<file path="src/hdl/hgbs_pkg.sv">
// ----------------------------------------------------------------------------
// hgbs_pkg: shared types and constants of the height grid sampler
// Request and response payloads, configuration fields, register indexes and
// the command and status groups between the controller and the datapath.
// ----------------------------------------------------------------------------
package hgbs_pkg;

    // Configuration port address width and register indexes (word addresses).
    localparam int CFG_ADDR_W = 5;

    localparam logic [2:0] REG_GRID_MAX_X  = 3'd0;
    localparam logic [2:0] REG_GRID_MAX_Z  = 3'd1;
    localparam logic [2:0] REG_ORIGIN_X    = 3'd2;
    localparam logic [2:0] REG_ORIGIN_Z    = 3'd3;
    localparam logic [2:0] REG_INV_SPACING = 3'd4;

    // Operation codes carried in the kind field.
    localparam logic [1:0] KIND_SAMPLE = 2'd0;
    localparam logic [1:0] KIND_SET    = 2'd1;
    localparam logic [1:0] KIND_ADD    = 2'd2;

    // One request.
    typedef struct packed {
        logic [1:0]         kind;
        logic signed [31:0] pos_x;
        logic signed [31:0] pos_z;
        logic [15:0]        cell_index;
        logic signed [15:0] height_value;
    } req_t;

    // One response.
    typedef struct packed {
        logic signed [15:0] sampled_height;
        logic               bad_index;
    } rsp_t;

    // Configuration register contents.
    typedef struct packed {
        logic [7:0]         grid_max_x;
        logic [7:0]         grid_max_z;
        logic signed [15:0] origin_x;
        logic signed [15:0] origin_z;
        logic [23:0]        inv_spacing;
    } cfg_t;

    // Source of the height store address.
    typedef enum logic [1:0] {
        ADDR_CLEAR  = 2'd0,
        ADDR_CORNER = 2'd1,
        ADDR_INDEX  = 2'd2
    } addr_sel_t;

    // Neighbor cell read during a sample: A (x0,z0), B (x1,z0), C (x0,z1), D (x1,z1).
    typedef enum logic [1:0] {
        CORNER_A = 2'd0,
        CORNER_B = 2'd1,
        CORNER_C = 2'd2,
        CORNER_D = 2'd3
    } corner_t;

    // Commands from the controller to the datapath.
    typedef struct packed {
        logic      capture;
        logic      mul_en;
        logic      mul_z;
        logic      crd_x;
        logic      crd_z;
        corner_t   rd_corner;
        addr_sel_t addr_sel;
        logic      cap_a;
        logic      cap_b;
        logic      cap_c;
        logic      blend_r;
        logic      blend_v;
        logic      clear_step;
        logic      write_set;
        logic      write_add;
        logic      out_load;
    } cmd_t;

    // Status from the datapath to the controller.
    typedef struct packed {
        logic clear_last;
        logic out_free;
    } sts_t;

endpackage

</file>
<file path="src/hdl/hgbs_regs.sv">
// ----------------------------------------------------------------------------
// hgbs_regs: configuration registers
// APB-style register file holding grid size, origin and reciprocal spacing.
// ----------------------------------------------------------------------------
module hgbs_regs
    import hgbs_pkg::*;
(
    input  logic                  clk,
    input  logic                  rst_n,
    input  logic                  psel,
    input  logic                  penable,
    input  logic                  pwrite,
    input  logic [CFG_ADDR_W-1:0] paddr,
    input  logic [31:0]           pwdata,
    output logic [31:0]           prdata,
    output logic                  pready,
    output cfg_t                  cfg
);

    cfg_t cfg_reg;
    cfg_t cfg_next;
    logic wr_en;

    assign pready = 1'b1;
    assign wr_en  = psel & penable & pwrite;
    assign cfg    = cfg_reg;

    // Register write decode.
    always_comb
    begin
        cfg_next = cfg_reg;
        if (wr_en)
        begin
            case (paddr[4:2])
                REG_GRID_MAX_X:  cfg_next.grid_max_x  = pwdata[7:0];
                REG_GRID_MAX_Z:  cfg_next.grid_max_z  = pwdata[7:0];
                REG_ORIGIN_X:    cfg_next.origin_x    = pwdata[15:0];
                REG_ORIGIN_Z:    cfg_next.origin_z    = pwdata[15:0];
                REG_INV_SPACING: cfg_next.inv_spacing = pwdata[23:0];
                default:         cfg_next = cfg_reg;
            endcase
        end
    end

    always_ff @(posedge clk or negedge rst_n)
    begin
        if (!rst_n)
        begin
            cfg_reg.grid_max_x  <= 8'd255;
            cfg_reg.grid_max_z  <= 8'd255;
            cfg_reg.origin_x    <= 16'sd0;
            cfg_reg.origin_z    <= 16'sd0;
            cfg_reg.inv_spacing <= 24'd65536;
        end
        else
        begin
            cfg_reg <= cfg_next;
        end
    end

    // Read data multiplexer.
    always_comb
    begin
        case (paddr[4:2])
            REG_GRID_MAX_X:  prdata = {24'd0, cfg_reg.grid_max_x};
            REG_GRID_MAX_Z:  prdata = {24'd0, cfg_reg.grid_max_z};
            REG_ORIGIN_X:    prdata = {{16{cfg_reg.origin_x[15]}}, cfg_reg.origin_x};
            REG_ORIGIN_Z:    prdata = {{16{cfg_reg.origin_z[15]}}, cfg_reg.origin_z};
            REG_INV_SPACING: prdata = {8'd0, cfg_reg.inv_spacing};
            default:         prdata = 32'd0;
        endcase
    end

endmodule

</file>
<file path="config.mk">
export PLATFORM = sky130hd
export DESIGN_NAME = hgbs_regs
export DESIGN_NICKNAME = d
export VERILOG_FILES = /design/src/hdl/hgbs_pkg.sv /design/src/hdl/hgbs_regs.sv
export SDC_FILE = /design/constraint.sdc
export NUM_CORES = 1
export LEC_CHECK = 0
export BUFFER_PORTS_ARGS = -buffer_cell sky130_fd_sc_hd__buf_2
export CAP_MARGIN = 20
export CORE_MARGIN = 10
export CORE_UTILIZATION = 52
export CTS_CLUSTER_SIZE = 12
export DETAILED_ROUTE_END_ITERATION = 10
export GPL_ROUTABILITY_DRIVEN = 1
export PLACE_DENSITY_LB_ADDON = 0.05
export SYNTH_ARGS = -nofsm -noshare
export SYNTH_HDL_FRONTEND = slang
export SYNTH_SLANG_ARGS = --single-unit
</file>
<file path="constraint.sdc">
create_clock -name clk -period 3.4 [get_ports clk]
set_input_delay 0.68 -clock clk [delete_from_list [all_inputs] [get_ports clk]]
set_output_delay 0.68 -clock clk [all_outputs]
set_load 0.01 [all_outputs]
</file>
==> Word level (Yosys, flattened, before mapping) <==
Index checks and enable logic that the tools add are counted.
{ "word_totals": {"register_bits": 72} }
{ "classes": {"eq_ne": 4, "mux": 1, "reduce_logical": 6, "bitwise_logic": 2} }
{ "ops": {"columns": ["cell", "count"], "rows": [
  ["32-bit one-hot mux with 5 select lines", 1],
  ["2-bit AND reduction", 5],
  ["3-bit by 2-bit equality test with 1-bit output, second input constant", 2],
  ["3-bit by 1-bit equality test with 1-bit output, second input constant", 1],
  ["3-bit equality test, second input constant", 1],
  ["3-bit logical NOT", 1],
  ["1-bit AND", 2]
]} }

==> Depth between registers and ports, before layout <==
Gate-level depths: netlist of the first run.
{ "logic_depth": {"depth_word": 3, "depth_mapped": 6} }

==> Worst setup path after synthesis of the first run <==
No wires, ideal clock.
{ "synth_timing": {"path_kind": "input-to-output", "startpoint": "input port paddr[3]", "endpoint": "output port prdata[25]", "slack_ns": 0.989, "t_arrival_ns": 1.731, "t_required_ns": 2.720, "stages": 6, "cell_sequence": "buf_4 -> nor2b_1 -> clkbuf_1 -> nor2b_1 -> buf_2 -> buf_4"} }
{ "synth_via": {"elab_chain_cells": 2, "elab_cells_between_ends": 6, "cone_classes": "4 x eq/ne; 1 x mux; 1 x reduce/logical"} }
{ "synth_lines": {"columns": ["item", "line_no", "text"], "rows": [
  ["start, declared", "hgbs_regs.sv:13", "input logic [CFG_ADDR_W-1:0] paddr,"],
  ["3-bit equality test, or another cell as far along", "hgbs_regs.sv:64", "case (paddr[4:2])"],
  ["32-bit one-hot mux with 5 select lines (*)", "hgbs_regs.sv:64", null],
  ["end, declared", "hgbs_regs.sv:15", "output logic [31:0] prdata,"]
]} }
Mark *: on every way between the ends. The rest lies on a longest branch, timed or not.

==> Worst setup path in the final report of the first run <==
{ "layout_timing": {"startpoint": "input port paddr[4]", "endpoint": "output port prdata[12]"} }
The elaborated chain is that of the path after synthesis.

==> results_dict.tcl, run 1 <==
set metrics [dict create \
    status "finished, final reports clean" \
    ys_ff_latch 72 \
    cp_slowest_stage_delay_ps 550 \
    syn_nets 281 \
    area_growth_pct 26.2 \
    final_cell_mix "buf_2, mux2_2, dfrtp_1" \
    startpoint "paddr[4]" \
    setup_viol 0 \
    hold_buffers 0 \
    drive_above_1_share_pct 69.3 \
    yosysWarnings 0 \
    cts_tree "done" \
    post_cts_buffers 0 \
    core.rowCount 29 \
    cts_made_buffers 9 \
    start_util_pct 54.3 \
    clk_latency_ps 340 \
    reg2regPathDepth 1 \
    fin_crit_ps 2760 \
    layout_setup_ws_ps 638 \
    place_congestion 0.767 \
    grt_pass1_wl_um 14500 \
    p_switching_uw 779 \
    seqPwrFrac_pct 44.2 \
    design_area_um2 4400 \
    place_inst 436 \
    worstSetupStartpointType "input port" \
    antenna_found_initial 0 \
    synth_flop_cell "dfrtp_1" \
    clockBufferDepth 2 \
    fp.dieH_um 102 \
    irDropWorstVdd_mv 0.332 \
    io_pins 147 \
    root_buffer "clkbuf_8" \
    relSlewSlack_pct 39.9 \
    async_flop_share_pct 100 \
    portBuffers 135 \
    required_ps 2720 \
    clk_pin_slew_ps 70 \
    power_frac_clock_pct 30.3 \
    rsz0062_at_grt "no" \
    crit_slowest_cell "nor2b_1" \
    crit_chain "buf_2 > nor2b_1 > a22oi_1 > o2bb2ai_1 > buf_2" \
    seq_area_frac_synth_pct 52.2 \
    finalWirelength_um 9410 \
    sw_frac_of_total_pct 29.1 \
    cts.sinks 72 \
    antenna_cells 0 \
    tns_ps 0 \
    postSynthAreaPerCell_um2 14.6 \
    hp-class "in2async" \
    arrival_ps 2080 \
    syn_inst 239 \
    die_w_um 102 \
    dpl.hpwl_um 6650 \
    crit_path_end_kind "output pin" \
    maxCapViolCount 0 \
    final_nets 412 \
    track_usage_pct 18.1 \
    die_area_um2 10400 \
    grt-ovfl-total 0 \
    h-tree-depth 3 \
    maxSlewViolCount 0 \
    coreArea_um2 6420 \
    netlist_area_um2 3490 \
    period_share_pct 81.2 \
    leakage_uw 0.00233 \
    skew_ps 0 \
    avgRoutedWirePerCell_um 20.8 \
    dpl_cell_area_um2 4170 \
    vias_per_cell 5.50 \
    detail-route-antenna-nets 0 \
    rrSetupSlack_ps 2600 \
    worstSetupPathType "in2out" \
    r2r-end "cfg[47]" \
    final_cells 452 \
    timing.critical_path.mode_cell "buf_2" \
    first_global_vias 2682 \
    synth_edf_count 0 \
    largest_register_ffs 72 \
    powerDensity_nw_per_um2 608 \
    intPower_uw 1900 \
    fmax_mhz 362 \
    synth_cell_types 26 \
    drtIter0Drc 92 \
    crit_fanout 15 \
    cts_resized 0 \
    dpl_worst_slack_ps 637 \
    finalHoldViolCount 0 \
    route.detailed.drc 0 \
    reg2reg_from "cfg[47]" \
    grt_max_degree 38 \
    tightest_slew_ps 897 \
    mostFrequentLayoutCell "buf_2" \
    first_pass_iters 4 \
    num_vias 2488 \
    p_comb_share_pct 25.5 \
]
[power by group through the flow]
stage / Combinational [uW] / Clock [uW] / Sequential, uW
CTS: 702 / 819 / 1180
global route: 744 / 867 / 1210
finish: 683 / 810 / 1180
global placement: 686 / 0 / 1190
floorplan: 307 / 0 / 1260
detailed placement: 695 / 0 / 1200
[critical path, delay by kind of cell]
kind / cells / cell delay, ps
AO/OA/AOI/OAI: 2 / 380
buffers and inverters: 2 / 470
AND/OR/NAND/NOR: 1 / 550
[stage by stage]
| stage | power, uW | util (%) | hold WS [ps] |
|---|---|---|---|
| after floorplan | 1570 | - | 384 |
| after global placement | 1870 | 64.9 | 509 |
| after detailed placement | 1890 | 64.9 | 516 |
| after CTS | 2700 | 68.6 | 457 |
| after global routing | 2820 | 68.6 | 468 |
| final | 2680 | 68.6 | 435 |
[per-layer routing]
layer	up-vias	GRT usage, %	part of all wire (%)
met2	96	28.7	47
met1	1238	22.8	44
met5	-	0	0
li1	1144	-	-
met4	0	6.07	1.2
met3	10	6.14	8.3
[worst max path at each step]
stage                 end  slack, ps
2_1_floorplan  prdata[25]        990
3_3_place_gp   prdata[12]        630
3_5_place_dp   prdata[12]        640
4_1_cts        prdata[12]        620
5_1_grt        prdata[17]        530
6_report       prdata[12]        640
[cell usage after synthesis (3+ instances only)]
| library cell | n | share of area [%] |
|---|---|---|
| buf_4 | 9 | 1.9 |
| mux2i_1 | 10 | 2.9 |
| dfstp_2 | 17 | 13 |
| mux2_4 | 20 | 8.6 |
| buf_2 | 6 | 0.86 |
| nor2b_1 | 3 | 0.54 |
| a22oi_1 | 7 | 1.5 |
| nor2_1 | 10 | 1.1 |
| a221o_1 | 7 | 2.0 |
| a21o_1 | 10 | 2.2 |
| clkbuf_1 | 3 | 0.32 |
| o2bb2ai_1 | 7 | 1.8 |
| dfrtp_1 | 55 | 39 |
| mux2_2 | 59 | 19 |
[cell families after synthesis]
logic type             synth area share (%)
AND/OR/NAND/NOR                        4.55
AO/OA/AOI/OAI                          7.67
other                                 0.107
flip-flops                             52.2
multiplexers                           30.5
buffers and inverters                  4.91
[final cells by class]
cell class	instances	area (um^2)
sequential	72	1820
fill	504	2020
timing repair buffer	142	753
tap	77	96.3
multi-input combinational	145	1500
clock buffer	10	128
clock inverter	6	108
No activity file was read; power rests on OpenSTA's default activity.
==> run 2: changes to the inputs <==
--- a/config.mk
+++ b/config.mk
@@ -8,7 +8,7 @@
 export BUFFER_PORTS_ARGS = -buffer_cell sky130_fd_sc_hd__buf_2
 export CAP_MARGIN = 20
 export CORE_MARGIN = 10
-export CORE_UTILIZATION = 52
+export CORE_UTILIZATION = 48
 export CTS_CLUSTER_SIZE = 12
 export DETAILED_ROUTE_END_ITERATION = 10
 export GPL_ROUTABILITY_DRIVEN = 1
==> constraint.sdc (replaced) <==
create_clock -name clk -period 2.9 [get_ports clk]
set_input_delay 0.58 -clock clk [delete_from_list [all_inputs] [get_ports clk]]
set_output_delay 0.58 -clock clk [all_outputs]
set_load 0.01 [all_outputs]
==> run 2 against run 1 <==
  * Flip-flop and latch count unchanged
  * Register-to-register slack got worse by 510 ps
  * Via count down 1.6%
  * Core utilization fell by 6.1 points
  * First-iteration DRC count is 38% lower
  * Non-clock buffer count grew 9
  * Routed wire length fell by 0.40%
  * Clock skew unchanged
  * Clock power rose by 3.6%
  * Global-route usage shrank 1.5 points
  * Count of clock-buffer cells in the layout is 4 higher
  * Largest cell class unchanged
==> results_dict.tcl, run 2 (synthesis gave the netlist of run 1 again) <==
set metrics [dict create \
    status "finished, final reports clean" \
    dpl_worst_slack_ps 315 \
    crit_slowest_cell "nor2_1" \
    fin_crit_ps 2510 \
    period_share_pct 86.5 \
    largest_register_ffs 72 \
    crit_path_end_kind "output pin" \
    maxCapViolCount 0 \
    tns_ps 0 \
    rrSetupSlack_ps 2090 \
    num_vias 2449 \
    finalWirelength_um 9380 \
    place_congestion 0.723 \
    fmax_mhz 398 \
    antenna_found_initial 0 \
    tightest_slew_ps 743 \
    start_util_pct 48.6 \
    powerDensity_nw_per_um2 675 \
    rsz0062_at_grt "no" \
    mostFrequentLayoutCell "buf_2" \
    finalPower_uw 3030 \
    avgRoutedWirePerCell_um 19.4 \
    grt_pass1_wl_um 14900 \
    arrival_ps 1930 \
    root_buffer "clkbuf_8" \
    relSlewSlack_pct 50.5 \
    route.detailed.drc 0 \
    fp.dieH_um 105 \
    leakage_uw 0.00237 \
    setup_viol 0 \
    detail-route-antenna-nets 0 \
    core.rowCount 31 \
    worstSetupStartpointType "input port" \
    crit_chain "buf_2 > nand2b_1 > nor2_1 > a221o_1 > buf_2" \
    fillerInstances 617 \
    track_usage_pct 16.6 \
    whs_ps 304 \
    coreArea_um2 7180 \
    worstSetupPathType "in2out" \
    clockBufferDepth 2 \
    maxSlewViolCount 0 \
    vias_per_cell 5.07 \
    hp-class "in2async" \
    cp_slowest_stage_delay_ps 550 \
    first_global_vias 2750 \
    area_growth_pct 28.4 \
    skew_ps 0 \
    final_cell_mix "buf_2, mux2_2, dfrtp_1" \
    hold_buffers 0 \
    grt-ovfl-total 0 \
    antenna_cells 0 \
    layout_setup_ws_ps 390 \
    grt_max_degree 32 \
    portBuffers 135 \
    cts_resized 0 \
    die_area_um2 11100 \
    io_pins 147 \
    post_cts_buffers 0 \
    drtIter0Drc 57 \
    crit_fanout 10 \
    timing.critical_path.mode_cell "buf_2" \
    finalHoldViolCount 0 \
    die_w_um 105 \
    h-tree-depth 3 \
    clk_pin_slew_ps 80 \
    drive_above_1_share_pct 70.1 \
    cts.sinks 72 \
    dpl.hpwl_um 7020 \
    clk_latency_ps 330 \
    first_pass_iters 6 \
    final_nets 421 \
    required_ps 2320 \
    cts_made_buffers 9 \
    irDropWorstVdd_mv 0.329 \
    cts_tree "done" \
]
-- run 2: layout make-up --
type	count	area, um^2	share of cell area (%)
flip-flops and latches	72	1820	40.7
multi-input cells	145	1500	33.4
repair buffers	151	821	18.3
clock buffers	14	183	4.08
well taps	99	124	2.76
clock inverters	2	35.0	0.782
-- run 2: routing by layer --
metal	track usage, %	up-vias	part of all wire [%]
li1	-	1145	-
met1	19.6	1218	42
met2	28.5	76	50
met3	4.87	10	7.3
met4	5.10	0	1.2
met5	0	-	0
-- run 2: worst paths after layout --
kind / cells past startpoint / start / to
max reg2reg: 1 / cfg[17] / cfg[17]
max: 5 / paddr[3] / prdata[6]
min in group clk: 2 / pwdata[20] / cfg[20]
min: 1 / rst_n / cfg[11]
min reg2reg: 1 / cfg[2] / cfg[2]
max in group asynchronous: 2 / rst_n / cfg[71]
-- run 2: worst max-delay path: cells and delay by family --
kind	cells	cell delay [ps]
AOI/OAI and AO/OA	1	290
buffers and inverters	2	380
and+or+nand+nor	2	670
-- run 2: report_power, final --
part           total, uW  internal, uW  switching, uW
combinational        805           425            380
clock                839           491            348
sequential          1380          1240            147
total               3030          2150            875
-- run 2: metrics by stage --
stage	cells	util [%]	instance area, um^2
2_1_floorplan	239	-	3490
3_3_place_gp	467	59.4	4260
3_5_place_dp	467	59.4	4260
4_1_cts	483	62.5	4480
5_1_grt	483	62.5	4480
6_report	483	62.5	4480
