File: src/hdl/hgbs_pkg.sv
// ----------------------------------------------------------------------------
// hgbs_pkg: shared types and constants of the height grid sampler
// Request and response payloads, configuration fields, register indexes and
// the command and status groups between the controller and the datapath.
// ----------------------------------------------------------------------------
package hgbs_pkg;

    // Configuration port address width and register indexes (word addresses).
    localparam int CFG_ADDR_W = 5;

    localparam logic [2:0] REG_GRID_MAX_X  = 3'd0;
    localparam logic [2:0] REG_GRID_MAX_Z  = 3'd1;
    localparam logic [2:0] REG_ORIGIN_X    = 3'd2;
    localparam logic [2:0] REG_ORIGIN_Z    = 3'd3;
    localparam logic [2:0] REG_INV_SPACING = 3'd4;

    // Operation codes carried in the kind field.
    localparam logic [1:0] KIND_SAMPLE = 2'd0;
    localparam logic [1:0] KIND_SET    = 2'd1;
    localparam logic [1:0] KIND_ADD    = 2'd2;

    // One request.
    typedef struct packed {
        logic [1:0]         kind;
        logic signed [31:0] pos_x;
        logic signed [31:0] pos_z;
        logic [15:0]        cell_index;
        logic signed [15:0] height_value;
    } req_t;

    // One response.
    typedef struct packed {
        logic signed [15:0] sampled_height;
        logic               bad_index;
    } rsp_t;

    // Configuration register contents.
    typedef struct packed {
        logic [7:0]         grid_max_x;
        logic [7:0]         grid_max_z;
        logic signed [15:0] origin_x;
        logic signed [15:0] origin_z;
        logic [23:0]        inv_spacing;
    } cfg_t;

    // Source of the height store address.
    typedef enum logic [1:0] {
        ADDR_CLEAR  = 2'd0,
        ADDR_CORNER = 2'd1,
        ADDR_INDEX  = 2'd2
    } addr_sel_t;

    // Neighbor cell read during a sample: A (x0,z0), B (x1,z0), C (x0,z1), D (x1,z1).
    typedef enum logic [1:0] {
        CORNER_A = 2'd0,
        CORNER_B = 2'd1,
        CORNER_C = 2'd2,
        CORNER_D = 2'd3
    } corner_t;

    // Commands from the controller to the datapath.
    typedef struct packed {
        logic      capture;
        logic      mul_en;
        logic      mul_z;
        logic      crd_x;
        logic      crd_z;
        corner_t   rd_corner;
        addr_sel_t addr_sel;
        logic      cap_a;
        logic      cap_b;
        logic      cap_c;
        logic      blend_r;
        logic      blend_v;
        logic      clear_step;
        logic      write_set;
        logic      write_add;
        logic      out_load;
    } cmd_t;

    // Status from the datapath to the controller.
    typedef struct packed {
        logic clear_last;
        logic out_free;
    } sts_t;

endpackage

File: src/hdl/hgbs_ctrl.sv
// ----------------------------------------------------------------------------
// hgbs_ctrl: sequencing state machine
// Runs the clearing pass after reset and steps each request through the
// datapath: scaling, four neighbor reads and blending, or a set or add.
// ----------------------------------------------------------------------------
module hgbs_ctrl
    import hgbs_pkg::*;
(
    input  logic       clk,
    input  logic       rst_n,
    input  logic       req_valid,
    output logic       req_stall,
    input  logic [1:0] kind,
    input  sts_t       sts,
    output cmd_t       cmd
);

    typedef enum logic [14:0] {
        ST_CLEAR    = 15'b000000000000001,
        ST_IDLE     = 15'b000000000000010,
        ST_MUL_X    = 15'b000000000000100,
        ST_MUL_Z    = 15'b000000000001000,
        ST_CRD_Z    = 15'b000000000010000,
        ST_RD_A     = 15'b000000000100000,
        ST_RD_B     = 15'b000000001000000,
        ST_RD_C     = 15'b000000010000000,
        ST_RD_D     = 15'b000000100000000,
        ST_BLEND_R  = 15'b000001000000000,
        ST_BLEND_V  = 15'b000010000000000,
        ST_WRITE    = 15'b000100000000000,
        ST_READ_OLD = 15'b001000000000000,
        ST_ADD      = 15'b010000000000000,
        ST_RESP     = 15'b100000000000000
    } state_t;

    state_t state_reg;
    state_t state_next;

    assign req_stall = (state_reg != ST_IDLE);

    // Next state and commands.
    always_comb
    begin
        state_next = state_reg;
        cmd        = '0;
        case (state_reg)
            ST_CLEAR:
            begin
                cmd.clear_step = 1'b1;
                cmd.addr_sel   = ADDR_CLEAR;
                if (sts.clear_last)
                begin
                    state_next = ST_IDLE;
                end
            end
            ST_IDLE:
            begin
                cmd.capture = req_valid;
                if (req_valid)
                begin
                    case (kind)
                        KIND_SAMPLE: state_next = ST_MUL_X;
                        KIND_SET:    state_next = ST_WRITE;
                        KIND_ADD:    state_next = ST_READ_OLD;
                        default:     state_next = ST_RESP;
                    endcase
                end
            end
            ST_MUL_X:
            begin
                cmd.mul_en = 1'b1;
                state_next = ST_MUL_Z;
            end
            ST_MUL_Z:
            begin
                cmd.mul_en = 1'b1;
                cmd.mul_z  = 1'b1;
                cmd.crd_x  = 1'b1;
                state_next = ST_CRD_Z;
            end
            ST_CRD_Z:
            begin
                cmd.crd_z  = 1'b1;
                state_next = ST_RD_A;
            end
            ST_RD_A:
            begin
                cmd.addr_sel  = ADDR_CORNER;
                cmd.rd_corner = CORNER_A;
                state_next    = ST_RD_B;
            end
            ST_RD_B:
            begin
                cmd.addr_sel  = ADDR_CORNER;
                cmd.rd_corner = CORNER_B;
                cmd.cap_a     = 1'b1;
                state_next    = ST_RD_C;
            end
            ST_RD_C:
            begin
                cmd.addr_sel  = ADDR_CORNER;
                cmd.rd_corner = CORNER_C;
                cmd.cap_b     = 1'b1;
                state_next    = ST_RD_D;
            end
            ST_RD_D:
            begin
                cmd.addr_sel  = ADDR_CORNER;
                cmd.rd_corner = CORNER_D;
                cmd.cap_c     = 1'b1;
                state_next    = ST_BLEND_R;
            end
            ST_BLEND_R:
            begin
                cmd.blend_r = 1'b1;
                state_next  = ST_BLEND_V;
            end
            ST_BLEND_V:
            begin
                cmd.blend_v = 1'b1;
                state_next  = ST_RESP;
            end
            ST_WRITE:
            begin
                cmd.addr_sel  = ADDR_INDEX;
                cmd.write_set = 1'b1;
                state_next    = ST_RESP;
            end
            ST_READ_OLD:
            begin
                cmd.addr_sel = ADDR_INDEX;
                state_next   = ST_ADD;
            end
            ST_ADD:
            begin
                cmd.addr_sel  = ADDR_INDEX;
                cmd.write_add = 1'b1;
                state_next    = ST_RESP;
            end
            ST_RESP:
            begin
                cmd.out_load = sts.out_free;
                if (sts.out_free)
                begin
                    state_next = ST_IDLE;
                end
            end
            default:
            begin
                state_next = ST_IDLE;
            end
        endcase
    end

    always_ff @(posedge clk or negedge rst_n)
    begin
        if (!rst_n)
        begin
            state_reg <= ST_CLEAR;
        end
        else
        begin
            state_reg <= state_next;
        end
    end

endmodule

File: config.mk
export PLATFORM = sky130hd
export DESIGN_NAME = hgbs_ctrl
export DESIGN_NICKNAME = d
export VERILOG_FILES = /design/src/hdl/hgbs_pkg.sv /design/src/hdl/hgbs_ctrl.sv
export SDC_FILE = /design/constraint.sdc
export NUM_CORES = 1
export LEC_CHECK = 0
export BUFFER_PORTS_ARGS = -buffer_cell sky130_fd_sc_hd__buf_2
export CAP_MARGIN = 20
export CORE_UTILIZATION = 50
export CTS_BUF_LIST = sky130_fd_sc_hd__clkbuf_16
export DETAILED_ROUTE_END_ITERATION = 10
export GPL_TIMING_DRIVEN = 0
export PLACE_DENSITY = 0.76
export SYNTH_ARGS = -nofsm -noshare
export SYNTH_HDL_FRONTEND = slang
export SYNTH_SLANG_ARGS = --single-unit
File: constraint.sdc
create_clock -name clk -period 6.6 [get_ports clk]
set_clock_uncertainty 0.15 [all_clocks]
set_input_delay 0.66 -clock clk [delete_from_list [all_inputs] [get_ports clk]]
set_output_delay 0.66 -clock clk [all_outputs]
set_load 0.05 [all_outputs]
== Word-level counts from Yosys, hierarchy flattened ==
Cells that the tools add are included.

* Output and inout port bits: 19
* Bits in registers: 15
* Word-level logic and storage cells: 48

* Reductions and logical operators: 6
* Multiplexer cells: 20
* Eq/ne operators: 21

{| class="wikitable"
|+ Operators with widths
! operator !! count
|-
| $pmux 15 s13 || 1
|-
| $mux 15 || 3
|-
| $pmux 15 s3 || 1
|-
| $eq 15x1->1 const B || 1
|-
| $eq 15x10->1 const B || 1
|-
| $eq 15x11->1 const B || 1
|-
| $eq 15x12->1 const B || 1
|-
| $eq 15x13->1 const B || 1
|-
| $eq 15x14->1 const B || 1
|-
| $eq 15x15->1 const B || 1
|-
| $eq 15x2->1 const B || 1
|-
| $eq 15x3->1 const B || 1
|-
| $eq 15x4->1 const B || 1
|-
| $eq 15x5->1 const B || 1
|-
| $eq 15x6->1 const B || 1
|-
| $eq 15x7->1 const B || 1
|-
| $eq 15x8->1 const B || 1
|-
| $eq 15x9->1 const B || 1
|-
| $ne 15x2->1 const B || 1
|-
| $mux 1 || 12
|-
| $ne 2x2->1 const B || 3
|-
| $pmux 2 s3 || 1
|-
| $reduce_or 3->1 || 2
|-
| $pmux 2 s2 || 1
|-
| other kinds (7) || 7
|}

== Logic depth before layout (Yosys ltp) ==
Gate-level depths: netlist (run 1).

* Word-level depth: 4
* Mapped depth: 7

== Worst setup path after synthesis (run 1) ==
No wires, ideal clock.

* Kind: register to output
* From: register state_reg[1]
* To: output cmd[7] (netlist name)
* Data arrival time: 2.790 ns
* Required time: 5.790 ns
* Path slack: 3.000 ns
* Stages on the path, launching flop included: 5
* Buffers on the path: 0
* Path through: dfrtp_1 -> or4_4 -> nor3_2 -> nand3_1 -> nor4_1

{| class="wikitable"
|+ RTL lines
! what !! RTL line !! RTL
|-
| from (decl) || hgbs_ctrl.sv:36 || <nowiki>state_t state_reg;</nowiki>
|-
| from (signal assigned) || hgbs_ctrl.sv:163 || <nowiki>state_reg <= state_next;</nowiki>
|-
| to (decl) || hgbs_ctrl.sv:15 || <nowiki>output cmd_t cmd</nowiki>
|}

==> impl_metrics.py, run 1 <==
metrics = {
    "timing": {
        "period_share_pct": 49.4,
        "hold_violations": 0,
        "rsz0062_at_grt": "false",
        "slew_violations": 0,
        "finalSetupViolations": 0,
        "relSlewSlack_pct": 55.7,
        "clock.fmax_ghz": 0.307,
        "layout_min_cycle_time_ns": 3.26,
        "tns_ns": 0,
        "fin_ws_ns": 3.34,
        "worst_pin_slew_ns": 0.660,
    },
    "place": {
        "io_buffers": 25,
        "gp_congestion": 0.841,
        "dp_slack_ns": 3.65,
        "place_hpwl_mm": 1.73,
    },
    "clock_network": {
        "htreeDepth": 1,
        "clk-insertion-delay-late_ns": 0.25,
        "cts_resized": 0,
        "clk_path_buf_depth": 2,
        "postCtsHoldBufs": 0,
        "cts-root-buf": "clkbuf_16",
        "path_clk_slew_ns": 0.05,
        "numCtsBuffers": 3,
        "cts_tree": "done",
        "cts.sinks": 15,
        "post_cts_buffers": 0,
    },
    "synth": {
        "synth_common_cells": "nor2_1, dfrtp_1, nor3b_1, nor4_1, nand2_1",
        "synth.avg_cell_area_um2": 8.77,
        "synth_top_area_share_pct": 34.7,
        "yosysMostFrequentCell": "nor2_1",
        "yosysTopAreaCell": "dfrtp_1",
        "synth-seq-area-share_pct": 37.3,
        "syn_inst": 115,
        "synth_flop_cell": "dfrtp_1",
        "yosys.cell_types.count": 40,
        "ys_ff_latch": 15,
        "synthArstFlopShare_pct": 100,
        "syn_nets": 122,
        "ys_top_cells_by_area": "dfrtp_1, nor2_1, nor3b_1",
        "synth-edff-count": 0,
        "synth_area_um2": 1010,
        "yosysWarnings": 0,
    },
    "hold_path": {
        "min_path_type": "in2async",
    },
    "floorplanning": {
        "die_h_um": 46.9,
        "core_um2": 1800,
        "die_area_um2": 2200,
        "floorplan.rows": 15,
        "pin_count": 26,
        "die_width_um": 46.9,
        "start_util_pct": 56.0,
    },
    "routing": {
        "ant_nets": 0,
        "drt-total-wl_mm": 2.45,
        "firstDrtPassIters": 4,
        "drc": 0,
        "vias_per_cell": 5.88,
        "first_iter_violations": 50,
        "vias": 994,
        "routedWlPerCell_um": 14.5,
    },
    "setup_path": {
        "cp.arrival_ns": 2.45,
        "reg2reg_to": "state_reg[1]",
        "path_max_fanout": 10,
        "r2r_cells": 6,
        "required_ns": 5.79,
        "rrSetupSlack_ns": 4.11,
        "startpoint_type": "register",
        "end_kind": "output pin",
        "crit-reg2reg-launch": "state_reg[11]",
        "critical_path_class": "reg2out",
    },
    "finish": {
        "multi_input_area_um2": 569,
        "regArea_um2": 377,
        "drive_gt1_share_pct": 29.9,
        "num_antenna_cells": 0,
        "largest_register_ffs": 15,
        "synthToLayoutAreaGrowth_pct": 23.4,
        "num-fill-cells": 157,
        "nNetsFinal": 152,
    },
    "grt": {
        "grt_pass1_vias": 807,
        "track_usage_pct": 24.8,
        "grt_max_degree": 16,
        "gr-total-overflow": 0,
        "grt_pass1_wl_mm": 3.82,
        "antenna_found_initial": 0,
    },
    "power": {
        "cellPowerDensity_nw_per_um2": 333,
        "max-vdd-ir-drop_mv": 0.216,
        "finalPower_w": 0.000415,
        "power.leakage_nw": 0.622,
    },
    "run": {
        "drv_cap": 0,
    },
    "status": {
        "status": "finished, final reports clean",
    },
}
[logic make-up (layout without fill, tap and decap cells)]
family          after synthesis  after routing  share of synthesized area, %
compound gates               16             16                          12.2
xor+xnor                      5              5                          4.34
buf+inv                      12             41                          6.20
flops                        15             15                          37.3
simple gates                 67             67                          39.9
[through the flow]
stage / cells / instance area (um^2) / hold WS, ns / util, %
2_1_floorplan: 115 / 1010 / 0.214 / -
3_3_place_gp: 165 / 1160 / 0.409 / 64.7
3_5_place_dp: 165 / 1160 / 0.414 / 64.7
4_1_cts: 169 / 1240 / 0.171 / 69.1
5_1_grt: 169 / 1240 / 0.188 / 69.1
6_report: 169 / 1240 / 0.156 / 69.1
[how the worst max path moves through the flow]
stage	from	end	slack (ns)	depth (start not counted)
6_report	state_reg[11]	cmd[9]	3.34	5
5_1_grt	state_reg[1]	cmd[5]	3.22	6
4_1_cts	state_reg[1]	cmd[5]	3.38	6
3_5_place_dp	state_reg[1]	cmd[5]	3.65	6
3_3_place_gp	state_reg[9]	cmd[9]	3.67	5
2_1_floorplan	state_reg[1]	cmd[7]	3.00	4
[final cells by class]
type,count,share of cell area [%]
Buffer,8,3.82
Clock buffer,3,6.03
Clock inverter,1,0.402
Inverter,4,1.21
Multi-Input combinational cell,88,45.7
Sequential cell,15,30.3
Tap cell,25,2.51
Timing Repair Buffer,25,10.1
[placed cells by master, fill, tap and decap left out, types with 2 or more instances in the layout]
| cell | Yosys | layout |
|---|---|---|
| a21oi_1 | 3 | 3 |
| a32oi_1 | 2 | 2 |
| and2_1 | 2 | 2 |
| and3_1 | 5 | 5 |
| and4b_1 | 3 | 3 |
| buf_2 | 5 | 30 |
| clkbuf_16 | 0 | 3 |
| dfrtp_1 | 14 | 14 |
| inv_1 | 4 | 4 |
| nand2_1 | 6 | 6 |
| nand2b_1 | 2 | 2 |
| nand4_1 | 2 | 2 |
| nor2_1 | 18 | 18 |
| nor3_1 | 5 | 5 |
| nor3b_1 | 7 | 7 |
| nor4_1 | 7 | 7 |
| o21ai_0 | 3 | 3 |
| xnor2_1 | 2 | 2 |
| xor2_1 | 3 | 3 |
[report_power, final]
| part | switching (W) | total, W | internal [W] |
|---|---|---|---|
| Clock | 0.0000390 | 0.000120 | 0.0000810 |
| Combinational | 0.000125 | 0.000187 | 0.0000625 |
| Sequential | 0.00000704 | 0.000108 | 0.000101 |
[layer usage]
layer	up-vias	track usage [%]	routed length [um]	part of all wire (%)
met4	0	7.43	38	1.5
met2	35	38.3	1150	47
met1	474	35.2	1130	46
met5	-	0	0	0
li1	478	-	-	-
met3	7	5.00	135	5.5
[critical path: stages (launching register included)]
cell and delay (ns):
dfrtp_1 0.36, buf_2 0.19, nor4_2 0.58, or4b_4 0.59, a211oi_4 0.18, buf_2 0.30
Power figures use the tool's default switching activity.
==> inputs of run 2 (changes only) <==
--- a/config.mk
+++ b/config.mk
@@ -5,13 +5,14 @@
 export SDC_FILE = /design/constraint.sdc
 export NUM_CORES = 1
 export LEC_CHECK = 0
+export ABC_AREA = 1
 export BUFFER_PORTS_ARGS = -buffer_cell sky130_fd_sc_hd__buf_2
 export CAP_MARGIN = 20
-export CORE_UTILIZATION = 50
+export CORE_UTILIZATION = 47
 export CTS_BUF_LIST = sky130_fd_sc_hd__clkbuf_16
 export DETAILED_ROUTE_END_ITERATION = 10
 export GPL_TIMING_DRIVEN = 0
-export PLACE_DENSITY = 0.76
+export PLACE_DENSITY = 0.75
 export SYNTH_ARGS = -nofsm -noshare
 export SYNTH_HDL_FRONTEND = slang
 export SYNTH_SLANG_ARGS = --single-unit
==> constraint.sdc (replaced) <==
create_clock -name clk -period 2.81 [get_ports clk]
set_clock_uncertainty 0.15 [all_clocks]
set_input_delay 0.281 -clock clk [delete_from_list [all_inputs] [get_ports clk]]
set_output_delay 0.281 -clock clk [all_outputs]
set_load 0.05 [all_outputs]
==> run 2 against run 1 <==
Critical path depth rose by 2; flip-flop and latch count is the same; register-to-register slack worse by 3.0 ns; largest power group unchanged.
==> impl_metrics.py, run 2 <==
metrics = {
    "finish": {
        "multi_input_area_um2": 522,
        "nNetsFinal": 183,
        "largest_register_ffs": 15,
        "drive_gt1_share_pct": 30.3,
        "regArea_um2": 377,
        "num-fill-cells": 193,
        "synthToLayoutAreaGrowth_pct": 24.5,
        "num_antenna_cells": 0,
        "final_common_cell": "inv_1",
        "final_cell_mix": "inv_1, nor2_1, buf_2",
    },
    "timing": {
        "worst_pin_slew_ns": 0.335,
        "period_share_pct": 82.0,
        "hold_violations": 0,
        "holdWs_ns": 0.150,
        "tns_ns": 0,
        "layout_min_cycle_time_ns": 2.30,
        "rsz0062_at_grt": "false",
        "relSlewSlack_pct": 77.7,
        "finalSetupViolations": 0,
        "slew_violations": 0,
        "clock.fmax_ghz": 0.434,
    },
    "synth": {
        "yosys.cell_types.count": 22,
        "synth-edff-count": 0,
        "yosysWarnings": 0,
        "yosysTopAreaCell": "dfrtp_1",
        "syn_inst": 145,
        "synthArstFlopShare_pct": 100,
        "synth_common_cells": "inv_1, nor2_1, nand2_1, dfrtp_1",
        "synth_top_area_share_pct": 33.9,
        "yosysMostFrequentCell": "inv_1",
        "ys_top_cells_by_area": "dfrtp_1, inv_1, nor2_1",
        "ys_ff_latch": 15,
        "synth-seq-area-share_pct": 36.5,
        "synth.avg_cell_area_um2": 7.12,
        "synth_area_um2": 1030,
        "syn_nets": 152,
        "synth_flop_cell": "dfrtp_1",
    },
    "grt": {
        "grt_pass1_vias": 871,
        "grt_max_degree": 16,
        "gr-total-overflow": 0,
        "grt_pass1_wl_mm": 3.69,
        "track_usage_pct": 20.0,
        "antenna_found_initial": 0,
    },
    "clock_network": {
        "clk-insertion-delay-late_ns": 0.24,
        "htreeDepth": 1,
        "cts-root-buf": "clkbuf_16",
        "numCtsBuffers": 3,
        "clk_path_buf_depth": 2,
        "cts_tree": "done",
        "cts.sinks": 15,
        "postCtsHoldBufs": 1,
        "post_cts_buffers": 0,
        "path_clk_slew_ns": 0.05,
        "cts_resized": 0,
    },
    "setup_path": {
        "reg2reg_to": "state_reg[1]",
        "max_stage_delay_ns": 0.40,
        "path_max_fanout": 8,
        "critical_path_class": "reg2out",
        "rrSetupSlack_ns": 1.12,
        "startpoint": "state_reg[8]",
        "crit-reg2reg-launch": "state_reg[8]",
        "cp-endpoint": "cmd[15]",
        "cp.arrival_ns": 1.87,
        "startpoint_type": "register",
        "r2r_cells": 8,
        "critPathSlowestCell": "dfrtp_1",
        "cp.depth": 7,
        "path_cells": "nor2_1, nand2_2, nor2_4, inv_1, nor3_2, buf_4, buf_2",
        "end_kind": "output pin",
        "path_delay_family": "simple AND/OR/NAND/NOR gates",
        "crit_buf_inv": 3,
        "required_ns": 2.38,
    },
    "power": {
        "power.switching_w": 0.000452,
        "p_sw_share_pct": 44.8,
        "power_frac_seq_pct": 25.5,
        "p_clk_share_pct": 27.0,
        "internal-power_w": 0.000557,
        "comb_power_share_pct": 47.5,
        "max-vdd-ir-drop_mv": 0.656,
        "cellPowerDensity_nw_per_um2": 785,
        "power.leakage_nw": 0.845,
    },
    "floorplanning": {
        "die_h_um": 48.9,
        "start_util_pct": 51.1,
        "pin_count": 26,
        "core_um2": 2020,
        "floorplan.rows": 16,
        "die_width_um": 48.9,
        "die_area_um2": 2390,
    },
    "routing": {
        "drc": 0,
        "firstDrtPassIters": 4,
        "drt-total-wl_mm": 2.15,
        "ant_nets": 0,
        "vias": 970,
        "routedWlPerCell_um": 10.6,
        "first_iter_violations": 20,
        "vias_per_cell": 4.80,
    },
    "hold_path": {
        "min_path_type": "in2reg",
    },
    "run": {
        "drv_cap": 0,
    },
    "place": {
        "place_hpwl_mm": 1.67,
        "io_buffers": 25,
        "gp_congestion": 0.808,
    },
    "status": {
        "status": "finished, final reports clean",
    },
}
==> run 2: cell types whose count changed after synthesis, moves of 5 or more <==
cell     delta
buf_2       -5
nor3b_1     -6
nand3_1     +8
nor4_1      -6
inv_1      +31
nor2_1      +7
nand2_1    +15
nand2_2     +5
==> run 2: worst min path at each step <==
stage               from       endpoint  slack, ns  cells after the start
6_report         kind[1]  state_reg[12]       0.15                      3
5_1_grt        req_valid   state_reg[1]       0.17                      4
4_1_cts        req_valid   state_reg[1]       0.15                      4
3_5_place_dp       rst_n   state_reg[9]       0.05                      1
3_3_place_gp       rst_n   state_reg[8]       0.05                      1
2_1_floorplan      rst_n  state_reg[10]      -0.16                      0
==> run 2: cells by family (layout without fill, tap and decap cells) <==
family | count (synthesis) | in the layout | synth area share (%)
DFF | 15 | 15 | 36.5
and+or+nand+nor | 91 | 91 | 48.6
AOI/OAI and AO/OA | 3 | 3 | 1.45
buffers and inverters | 36 | 66 | 13.5
==> run 2: worst min-delay path: stages <==
cell and delay (ns):
buf_2 0.09, inv_1 0.07, nor4_1 0.06
==> run 2: per-stage QoR <==
| step | instances | cell area [um^2] | utilization [%] | power (W) | setup WS [ns] |
|---|---|---|---|---|---|
| 3_3_place_gp | 197 | 1200 | 59.2 | 0.000725 | 0.835 |
| 3_5_place_dp | 197 | 1200 | 59.2 | 0.000738 | 0.818 |
| 2_1_floorplan | 145 | 1040 | - | 0.000650 | 0.399 |
| 5_1_grt | 202 | 1280 | 63.6 | 0.00108 | 0.356 |
| 6_report | 202 | 1280 | 63.6 | 0.00101 | 0.506 |
| 4_1_cts | 202 | 1280 | 63.6 | 0.00102 | 0.498 |
==> run 2: power groups by stage <==
stage | clock network [W] | registers, W | logic (W)
after CTS | 0.000275 | 0.000257 | 0.000485
final | 0.000273 | 0.000257 | 0.000479
after global routing | 0.000292 | 0.000258 | 0.000526
after floorplan | 0 | 0.000256 | 0.000393
after global placement | 0 | 0.000258 | 0.000466
after detailed placement | 0 | 0.000260 | 0.000478
==> run 2: metal layers <==
metal | global-route usage [%] | vias to the layer above | share of wire (%)
li1 | - | 498 | -
met1 | 25.0 | 439 | 44
met2 | 34.0 | 26 | 50
met3 | 3.12 | 7 | 3.4
met4 | 8.82 | 0 | 2.5
met5 | 0 | - | 0
==> run 2: layout make-up <==
cell class                 count  area share, %
sequential                    15           29.3
timing repair buffer          26           10.5
inverter                      35           10.2
buffer                         1          0.584
tap                           27           2.63
clock buffer                   3           5.84
clock inverter                 1          0.292
multi-input combinational     94           40.6
